[src/rtl/gpq_pkg.sv]
package gpq_pkg;

    localparam int BTN_W    = 10;
    localparam int AXIS_W   = 8;
    localparam int CNT_W    = 8;
    localparam int NUM_DIRS = 4;
    localparam int ADDR_W   = 5;
    localparam int DATA_W   = 32;

    // Direction bit positions within the button word
    localparam int DIR_UP    = 0;
    localparam int DIR_RIGHT = 1;
    localparam int DIR_DOWN  = 2;
    localparam int DIR_LEFT  = 3;

    // Register word indexes (byte address / 4)
    localparam logic [2:0] REG_FULL_LOW    = 3'd0;
    localparam logic [2:0] REG_HALF_LOW    = 3'd1;
    localparam logic [2:0] REG_HALF_HIGH   = 3'd2;
    localparam logic [2:0] REG_FULL_HIGH   = 3'd3;
    localparam logic [2:0] REG_REPEAT_DLY  = 3'd4;

    localparam logic [AXIS_W-1:0] RST_FULL_LOW   = 8'h10;
    localparam logic [AXIS_W-1:0] RST_HALF_LOW   = 8'h40;
    localparam logic [AXIS_W-1:0] RST_HALF_HIGH  = 8'hc0;
    localparam logic [AXIS_W-1:0] RST_FULL_HIGH  = 8'hf0;
    localparam logic [CNT_W-1:0]  RST_REPEAT_DLY = 8'd6;

    // Low bits of a hold count that must be zero for a repeat strobe
    localparam logic [2:0] REPEAT_MOD_MASK = 3'd7;

    typedef struct packed {
        logic [AXIS_W-1:0] full_low;
        logic [AXIS_W-1:0] half_low;
        logic [AXIS_W-1:0] half_high;
        logic [AXIS_W-1:0] full_high;
        logic [CNT_W-1:0]  repeat_delay;
    } cfg_t;

    typedef struct packed {
        logic [BTN_W-1:0]  buttons;
        logic              other_active;
        logic [AXIS_W-1:0] stick_x;
        logic [AXIS_W-1:0] stick_y;
    } item_t;

    typedef struct packed {
        logic [BTN_W-1:0]                 held;
        logic [BTN_W-1:0]                 changed;
        logic [BTN_W-1:0]                 pressed;
        logic                             any_active;
        logic [NUM_DIRS-1:0]              repeat_res;
        logic [NUM_DIRS-1:0][CNT_W-1:0]   hold_cnt;
    } res_t;

    // Sort one axis into its zone: bit 0 low direction, bit 1 high direction
    function automatic logic [1:0] axis_zone(input logic [AXIS_W-1:0] v,
                                             input logic phase,
                                             input cfg_t cfg);
        logic [1:0] z;
        if (v < cfg.full_low)
            z = 2'b01;
        else if (v < cfg.half_low)
            z = {1'b0, phase};
        else if (v < cfg.half_high)
            z = 2'b00;
        else if (v < cfg.full_high)
            z = {phase, 1'b0};
        else
            z = 2'b10;
        return z;
    endfunction

endpackage

[src/rtl/gpq_cfg.sv]
module gpq_cfg
    import gpq_pkg::*;
(
    input  logic              clk,
    input  logic              rst_n,
    input  logic              psel,
    input  logic              penable,
    input  logic              pwrite,
    input  logic [ADDR_W-1:0] paddr,
    input  logic [DATA_W-1:0] pwdata,
    output logic [DATA_W-1:0] prdata,
    output logic              pready,
    output cfg_t              cfg
);

    cfg_t       cfg_reg;
    logic       wr_en;
    logic [2:0] word_idx;

    assign pready   = 1'b1;
    assign wr_en    = psel & penable & pwrite;
    assign word_idx = paddr[4:2];
    assign cfg      = cfg_reg;

    // Write the addressed register; drop writes beyond the register list
    always_ff @(posedge clk or negedge rst_n)
    begin
        if (!rst_n)
        begin
            cfg_reg.full_low     <= RST_FULL_LOW;
            cfg_reg.half_low     <= RST_HALF_LOW;
            cfg_reg.half_high    <= RST_HALF_HIGH;
            cfg_reg.full_high    <= RST_FULL_HIGH;
            cfg_reg.repeat_delay <= RST_REPEAT_DLY;
        end
        else if (wr_en)
        begin
            case (word_idx)
                REG_FULL_LOW:   cfg_reg.full_low     <= pwdata[AXIS_W-1:0];
                REG_HALF_LOW:   cfg_reg.half_low     <= pwdata[AXIS_W-1:0];
                REG_HALF_HIGH:  cfg_reg.half_high    <= pwdata[AXIS_W-1:0];
                REG_FULL_HIGH:  cfg_reg.full_high    <= pwdata[AXIS_W-1:0];
                REG_REPEAT_DLY: cfg_reg.repeat_delay <= pwdata[CNT_W-1:0];
                default: ;
            endcase
        end
    end

    // Read back the addressed register
    always_comb
    begin
        case (word_idx)
            REG_FULL_LOW:   prdata = {{(DATA_W-AXIS_W){1'b0}}, cfg_reg.full_low};
            REG_HALF_LOW:   prdata = {{(DATA_W-AXIS_W){1'b0}}, cfg_reg.half_low};
            REG_HALF_HIGH:  prdata = {{(DATA_W-AXIS_W){1'b0}}, cfg_reg.half_high};
            REG_FULL_HIGH:  prdata = {{(DATA_W-AXIS_W){1'b0}}, cfg_reg.full_high};
            REG_REPEAT_DLY: prdata = {{(DATA_W-CNT_W){1'b0}}, cfg_reg.repeat_delay};
            default:        prdata = '0;
        endcase
    end

endmodule

[src/rtl/gpq_core.sv]
module gpq_core
    import gpq_pkg::*;
(
    input  logic  clk,
    input  logic  rst_n,
    input  logic  advance,
    input  item_t item,
    input  cfg_t  cfg,
    output res_t  res
);

    logic                           phase_reg;
    logic [BTN_W-1:0]               prev_held_reg;
    logic [NUM_DIRS-1:0][CNT_W-1:0] cnt_reg;

    logic                           phase_next;
    logic [1:0]                     zone_x;
    logic [1:0]                     zone_y;
    logic [NUM_DIRS-1:0]            dir_bits;
    logic [BTN_W-1:0]               held_now;
    logic [BTN_W-1:0]               changed_now;
    logic [NUM_DIRS-1:0][CNT_W-1:0] cnt_next;
    logic [NUM_DIRS-1:0]            rep_now;

    // Toggle the phase first; the new phase gates the pulsing zones
    assign phase_next = ~phase_reg;
    assign zone_y     = axis_zone(item.stick_y, phase_next, cfg);
    assign zone_x     = axis_zone(item.stick_x, phase_next, cfg);

    // Merge stick directions into the button word
    always_comb
    begin
        dir_bits            = '0;
        dir_bits[DIR_UP]    = zone_y[0];
        dir_bits[DIR_DOWN]  = zone_y[1];
        dir_bits[DIR_LEFT]  = zone_x[0];
        dir_bits[DIR_RIGHT] = zone_x[1];
    end

    assign held_now    = item.buttons | {{(BTN_W-NUM_DIRS){1'b0}}, dir_bits};
    assign changed_now = held_now ^ prev_held_reg;

    // Advance the hold counters and form the repeat strobes
    always_comb
    begin
        for (int d = 0; d < NUM_DIRS; d++)
        begin
            cnt_next[d] = cnt_reg[d];
            if (held_now[d])
                cnt_next[d] = cnt_reg[d] + CNT_W'(1);
            if (changed_now[d])
                cnt_next[d] = '0;
            rep_now[d] = held_now[d] & (changed_now[d] |
                         ((cnt_next[d] > cfg.repeat_delay) &&
                          ((cnt_next[d][2:0] & REPEAT_MOD_MASK) == 3'd0)));
        end
    end

    always_comb
    begin
        res.held       = held_now;
        res.changed    = changed_now;
        res.pressed    = changed_now & held_now;
        res.any_active = (held_now != '0) | item.other_active;
        res.repeat_res = rep_now;
        res.hold_cnt   = cnt_next;
    end

    // Commit poll state when a request moves on to the result register
    always_ff @(posedge clk or negedge rst_n)
    begin
        if (!rst_n)
        begin
            phase_reg     <= 1'b0;
            prev_held_reg <= '0;
            cnt_reg       <= '0;
        end
        else if (advance)
        begin
            phase_reg     <= phase_next;
            prev_held_reg <= held_now;
            cnt_reg       <= cnt_next;
        end
    end

    a_phase_toggles: assert property (@(posedge clk) disable iff (!rst_n)
        advance |=> phase_reg != $past(phase_reg))
        else $error("pulse phase did not toggle on a poll");

    a_state_holds: assert property (@(posedge clk) disable iff (!rst_n)
        !advance |=> $stable(prev_held_reg) && $stable(cnt_reg) && $stable(phase_reg))
        else $error("poll state moved without a poll");

    a_prev_tracks: assert property (@(posedge clk) disable iff (!rst_n)
        advance |=> prev_held_reg == $past(res.held))
        else $error("previous held does not match last result");

    a_change_clears: assert property (@(posedge clk) disable iff (!rst_n)
        advance && changed_now[DIR_UP] |=> cnt_reg[DIR_UP] == '0)
        else $error("up hold count not cleared on change");

endmodule

[src/rtl/gamepad_input_qualifier.sv]
// Gamepad input qualifier.
// Input channel: in_valid / in_stall with buttons, other_active, stick_x and
// stick_y; one request is one pad poll. Output channel: out_valid / out_stall
// with held, changed, pressed, any_active, repeat_res and the four direction
// hold counts; one result per poll, in poll order.
// Configuration: APB-style port, five 8-bit registers at byte addresses
// 0x00 full_low, 0x04 half_low, 0x08 half_high, 0x0c full_high,
// 0x10 repeat_delay. pready is always high; write only while idle.
// Path: a taken poll sits in the input register, then is qualified and loaded
// into the result register when that register is free, which raises out_valid.
// Throughput: one poll per cycle while out_stall is low, set by the single
// compare-and-increment pass between the input and result registers.
// Stall: while the result waits under out_stall the input register can
// still take one more poll; in_stall rises only when both are full.
// Reset: both registers empty, thresholds to 16/64/192/240, repeat delay 6,
// pulse phase, previous held word and hold counts to zero.
module gamepad_input_qualifier
    import gpq_pkg::*;
(
    input  logic                      clk,
    input  logic                      rst_n,
    input  logic                      in_valid,
    output logic                      in_stall,
    input  logic [BTN_W-1:0]          buttons,
    input  logic                      other_active,
    input  logic [AXIS_W-1:0]         stick_x,
    input  logic [AXIS_W-1:0]         stick_y,
    output logic                      out_valid,
    input  logic                      out_stall,
    output logic [BTN_W-1:0]          held,
    output logic [BTN_W-1:0]          changed,
    output logic [BTN_W-1:0]          pressed,
    output logic                      any_active,
    output logic [NUM_DIRS-1:0]       repeat_res,
    output logic [CNT_W-1:0]          up_hold,
    output logic [CNT_W-1:0]          right_hold,
    output logic [CNT_W-1:0]          down_hold,
    output logic [CNT_W-1:0]          left_hold,
    input  logic                      psel,
    input  logic                      penable,
    input  logic                      pwrite,
    input  logic [ADDR_W-1:0]         paddr,
    input  logic [DATA_W-1:0]         pwdata,
    output logic [DATA_W-1:0]         prdata,
    output logic                      pready
);

    cfg_t  cfg;
    item_t in_item_reg;
    logic  in_valid_reg;
    res_t  res_reg;
    logic  res_valid_reg;
    res_t  res_comb;
    logic  res_free;
    logic  advance;
    logic  take_in;

    gpq_cfg u_cfg (
        .clk     (clk),
        .rst_n   (rst_n),
        .psel    (psel),
        .penable (penable),
        .pwrite  (pwrite),
        .paddr   (paddr),
        .pwdata  (pwdata),
        .prdata  (prdata),
        .pready  (pready),
        .cfg     (cfg)
    );

    gpq_core u_core (
        .clk     (clk),
        .rst_n   (rst_n),
        .advance (advance),
        .item    (in_item_reg),
        .cfg     (cfg),
        .res     (res_comb)
    );

    // Handshake: move a request on when the result register frees up
    assign res_free = ~res_valid_reg | ~out_stall;
    assign advance  = in_valid_reg & res_free;
    assign in_stall = in_valid_reg & ~res_free;
    assign take_in  = in_valid & ~in_stall;

    always_ff @(posedge clk or negedge rst_n)
    begin
        if (!rst_n)
        begin
            in_valid_reg  <= 1'b0;
            res_valid_reg <= 1'b0;
        end
        else
        begin
            if (take_in)
                in_valid_reg <= 1'b1;
            else if (advance)
                in_valid_reg <= 1'b0;
            if (advance)
                res_valid_reg <= 1'b1;
            else if (~out_stall)
                res_valid_reg <= 1'b0;
        end
    end

    // Capture payloads; hold them while stalled
    always_ff @(posedge clk)
    begin
        if (take_in)
        begin
            in_item_reg.buttons      <= buttons;
            in_item_reg.other_active <= other_active;
            in_item_reg.stick_x      <= stick_x;
            in_item_reg.stick_y      <= stick_y;
        end
        if (advance)
            res_reg <= res_comb;
    end

    assign out_valid  = res_valid_reg;
    assign held       = res_reg.held;
    assign changed    = res_reg.changed;
    assign pressed    = res_reg.pressed;
    assign any_active = res_reg.any_active;
    assign repeat_res = res_reg.repeat_res;
    assign up_hold    = res_reg.hold_cnt[DIR_UP];
    assign right_hold = res_reg.hold_cnt[DIR_RIGHT];
    assign down_hold  = res_reg.hold_cnt[DIR_DOWN];
    assign left_hold  = res_reg.hold_cnt[DIR_LEFT];

endmodule

[config.mk]
export PLATFORM = sky130hd
export DESIGN_NAME = gamepad_input_qualifier
export DESIGN_NICKNAME = d
export VERILOG_FILES = /design/src/rtl/gpq_pkg.sv /design/src/rtl/gpq_cfg.sv /design/src/rtl/gpq_core.sv /design/src/rtl/gamepad_input_qualifier.sv
export SDC_FILE = /design/constraint.sdc
export NUM_CORES = 1
export LEC_CHECK = 0
export ABC_AREA = 1
export BUFFER_PORTS_ARGS = -buffer_cell sky130_fd_sc_hd__buf_2
export CORE_ASPECT_RATIO = 0.9
export CORE_MARGIN = 1.5
export CORE_UTILIZATION = 60
export DETAILED_ROUTE_END_ITERATION = 8
export PLACE_DENSITY_LB_ADDON = 0.2
export SYNTH_ARGS = -nofsm -noshare
export SYNTH_HDL_FRONTEND = slang
export SYNTH_HIERARCHICAL = 1
export SYNTH_SLANG_ARGS = --single-unit
[constraint.sdc]
create_clock -name clk -period 9 [get_ports clk]
set_clock_uncertainty 0.15 [all_clocks]
set_input_delay 1.35 -clock clk [delete_from_list [all_inputs] [get_ports clk]]
set_output_delay 1.35 -clock clk [all_outputs]
set_load 0.01 [all_outputs]
==> metrics.md <==
| Metric | Value |
|---|---|
| Run status | `complete, no violations` |
| First-pass GRT wire length | `37500 um` |
| Crit path capture | `repeat_res[1]` |
| Vertical extent of the die | `126.6 um` |
| Final sum of negative setup slack | `0 ns` |
| Switching share of power | `34.28%` |
| Initial antenna violation count | `0` |
| Post-Synthesis Mean Instance Area | `9.120 sq um` |
| Number of hold buffers added after cts | `0` |
| Source of the worst register-to-register timing path | `u_cfg/cfg[15]` |
| Hold Vio Cnt, Final | `0` |
| IR drop worst, VDD | `0.1548 mV` |
| Post-route cell area | `0.01143 sq mm` |
| Share of synthesized area occupied by flip-flops and latches | `48.71%` |
| Commonest non-fill, non-tap cell in the layout | `sky130_fd_sc_hd__nand2_1` |
| Proportion of synthesized flip-flops having asynchronous set or reset | `47.49%` |
| Detailed placer's ending HPWL | `16800 um` |
| Part of the total power dissipated in combinational logic | `27.1%` |
| Clock insertion delay at the later pin of the skew report | `0.43 ns` |
| Synthesized instance count | `1117` |
| Final critical delay including setup and external delays | `4.332 ns` |
| Core outline area | `0.01635 sq mm` |
| Count of vias placed by the detailed router | `8001` |
| Worst-path fanout max | `13` |
| Max reg flops | `40` |
| Number of storage elements in the synthesis netlist | `179` |
| Largest area contributor in the netlist | `sky130_fd_sc_hd__edfxtp_1` |
| I/O pins | `173` |
| CTS H-tree lvls | `4` |
| Aggregate global routing overflow | `0` |
| Internal power contribution | `1.662 mW` |
| Capture point of the worst reg-to-reg path | `repeat_res[1]` |
| CP endpoint kind | `flip-flop` |
| CTS root buffer | `sky130_fd_sc_hd__clkbuf_16` |
| CTS sink count | `179` |
| Synth warn | `6` |
| Clock transition at the register clock pins on the worst setup and hold paths after CTS | `0.07 ns` |
| Via-to-Cell Ratio | `5.518` |
| Maximum achievable frequency | `230.8 MHz` |
| Worst-Margin Slew | `0.9993 ns` |
| Share of power burned in registers | `43.0%` |
| Maximum buffer depth of the clock tree | `2` |
| Fraction of power consumed by the clock network | `29.9%` |
| Total length of routed wires | `23420 um` |
| Number of max-capacitance violations reported | `0` |
| Filler cell count in the final layout | `1251` |
| Worst hold path type | `flip-flop to flip-flop` |
| Depth of the worst register-to-register path | `21` |
| Number of diodes | `0` |
| Top cells by area in the synthesized netlist | `sky130_fd_sc_hd__edfxtp_1 (28%), sky130_fd_sc_hd__dfrtp_1 (18%), sky130_fd_sc_hd__ha_1 (13%)` |
| Most used cells in the layout excluding fill and tap cells | `sky130_fd_sc_hd__nand2_1 (307), sky130_fd_sc_hd__inv_1 (139), sky130_fd_sc_hd__buf_2 (120)` |
| Arrival time reported for the critical path endpoint | `4.44 ns` |
| CTS tree | `built` |
| Startpoint-to-endpoint class of the critical path | `flip-flop to flip-flop` |
| Number of antenna-violating nets in the routed design | `0` |
| Startpoint class of the critical path | `flip-flop` |
| Share of Yosys cell area claimed by the top area cell type | `27.71%` |
| Horiz. Die Dim | `140.4 um` |
| Number of buffers inserted during clock tree synthesis | `17` |
| Routability congestion estimate | `0.9125` |
| Count of input and output buffers | `121` |
| Dominant register cell in the synthesized netlist | `sky130_fd_sc_hd__edfxtp_1` |
| Pwr Density | `221.3 mW/mm^2` |
| Headroom to the max-slew limit | `33.30%` |
| Starting utilization of the core area | `62.30%` |
| Setup repair after global routing missed its margin | `false` |
| Cell variety after synth | `49` |
| Net total in the final layout | `1403` |
| Global-route usage over all layers | `27.33%` |
| Number of pins exceeding their max-slew limit in the final report | `0` |
| Worst reg2reg setup slack | `4.67 ns` |
| Resized Gates After CTS | `0` |
| Number of synthesized flops with an enable pin | `94` |
| Launch point of the worst path | `u_cfg/cfg[15]` |
| Leakage power | `5.571 nW` |
| Fraction of the cycle the final worst path needs | `48.13%` |
| Post-synth design cell area | `0.01019 sq mm` |
| Maximum number of pins on one net before global-route repair | `75` |
| First-iteration detailed-routing DRC count | `828` |
| Layout cell share with drive strength beyond 1 | `16.33%` |
| Count of endpoints failing setup in the final report | `0` |
| Psw | `867.2 uW` |
| Origin of the worst min-delay path | `u_cfg/cfg[2]` |
| Number of setup buffers added after CTS | `0` |
| Area Growth Syn to Fin | `12.20%` |
| Num rows | `44` |
| Wire length per cell after detailed routing | `16.15 um` |
| Die Footprint | `0.01777 sq mm` |
| Post-place instance area | `0.01083 sq mm` |
| Number of detailed-routing iterations run before antenna repair | `5` |
| Final routed DRC violation total | `0` |
| Required time of the worst setup path | `9.10 ns` |
| Vias in the first global route | `7433` |
==> synth_stat cells, drive strengths merged (12+ instances only) <==
| library cell | number |
|---|---|
| nand4 | 26 |
| clkbuf | 12 |
| nand3 | 56 |
| dfrtp | 75 |
| inv | 145 |
| edfxtp | 94 |
| buf | 41 |
| nor2 | 50 |
| nand2 | 312 |
| ha | 102 |
| o21ai | 92 |
| a21oi | 53 |
==> kinds of logic after synthesis <==
group,Yosys count,synth area share (%)
and+or+nand+nor,463,20.49
AOI/OAI and AO/OA,162,8.438
adders and majority gates,102,12.53
other,2,0.07372
DFF,179,48.71
buffers and inverters,198,8.818
xor gates and xnor gates,11,0.9457
==> power by group through the flow <==
stage	Combinational [mW]	Sequential [mW]	Clock (mW)
CTS	0.680	1.09	0.766
detailed placement	0.673	1.10	0
global route	0.781	1.10	0.799
global placement	0.643	1.10	0
floorplan	0.464	1.10	0
finish	0.684	1.09	0.757
==> through the flow <==
step                hold WS, ns  power (mW)  utilization [%]  setup WS, ns  instances
CTS                      0.3455       2.532            69.90         4.782       1450
finish                   0.3436       2.530            69.90         4.668       1450
global placement         0.3222       1.739            66.22         4.880       1418
floorplan                0.3104       1.562                -         3.359       1140
global route             0.3700       2.681            69.90         4.357       1450
detailed placement       0.3375       1.772            66.22         4.832       1418
==> critical path: stages, from the launching register on <==
cell and delay, ns:
sky130_fd_sc_hd__dfstp_2 0.54, sky130_fd_sc_hd__inv_1 0.09, sky130_fd_sc_hd__ha_1 0.35, sky130_fd_sc_hd__nand2_1 0.08, sky130_fd_sc_hd__nand2_1 0.05, sky130_fd_sc_hd__nor2_1 0.09, sky130_fd_sc_hd__nand2_1 0.06, sky130_fd_sc_hd__a21oi_1 0.14
sky130_fd_sc_hd__nand2_1 0.07, sky130_fd_sc_hd__nand4_1 0.14, sky130_fd_sc_hd__nand2_1 0.32, sky130_fd_sc_hd__ha_1 0.52, sky130_fd_sc_hd__nand3_1 0.20, sky130_fd_sc_hd__inv_1 0.08, sky130_fd_sc_hd__ha_1 0.30, sky130_fd_sc_hd__a21oi_1 0.07
sky130_fd_sc_hd__o21ai_0 0.16, sky130_fd_sc_hd__a21oi_1 0.08, sky130_fd_sc_hd__nand3b_1 0.15, sky130_fd_sc_hd__a31oi_1 0.16, sky130_fd_sc_hd__nand4_1 0.12, sky130_fd_sc_hd__a21oi_1 0.22
==> layout make-up <==
class                           count  area [sq um]  share of cell area [%]
Multi-Input combinational cell    763          4424                   38.71
Sequential cell                   179          4962                   43.42
Clock inverter                     15         176.4                   1.544
Clock buffer                       17         425.4                   3.722
Tap cell                          207         259.0                   2.266
Inverter                          145         551.8                   4.828
Timing Repair Buffer              124         630.6                   5.517
==> worst min-delay path by stage <==
stage          cells after the start            to
6_report                           2  u_cfg/cfg[2]
5_1_grt                            2  u_cfg/cfg[1]
4_1_cts                            2  u_cfg/cfg[2]
3_5_place_dp                       2  u_cfg/cfg[2]
3_3_place_gp                       2  u_cfg/cfg[1]
2_1_floorplan                      2  u_cfg/cfg[1]
==> per-layer routing <==
metal	part of all wire [%]	vias to the layer above	GRT usage, %
met1	45	3752	39.37
met2	45	331	41.99
met5	0	-	0
met3	8.5	30	5.398
met4	1.6	0	8.731
li1	-	3888	-
Power figures use the tool's default switching activity.
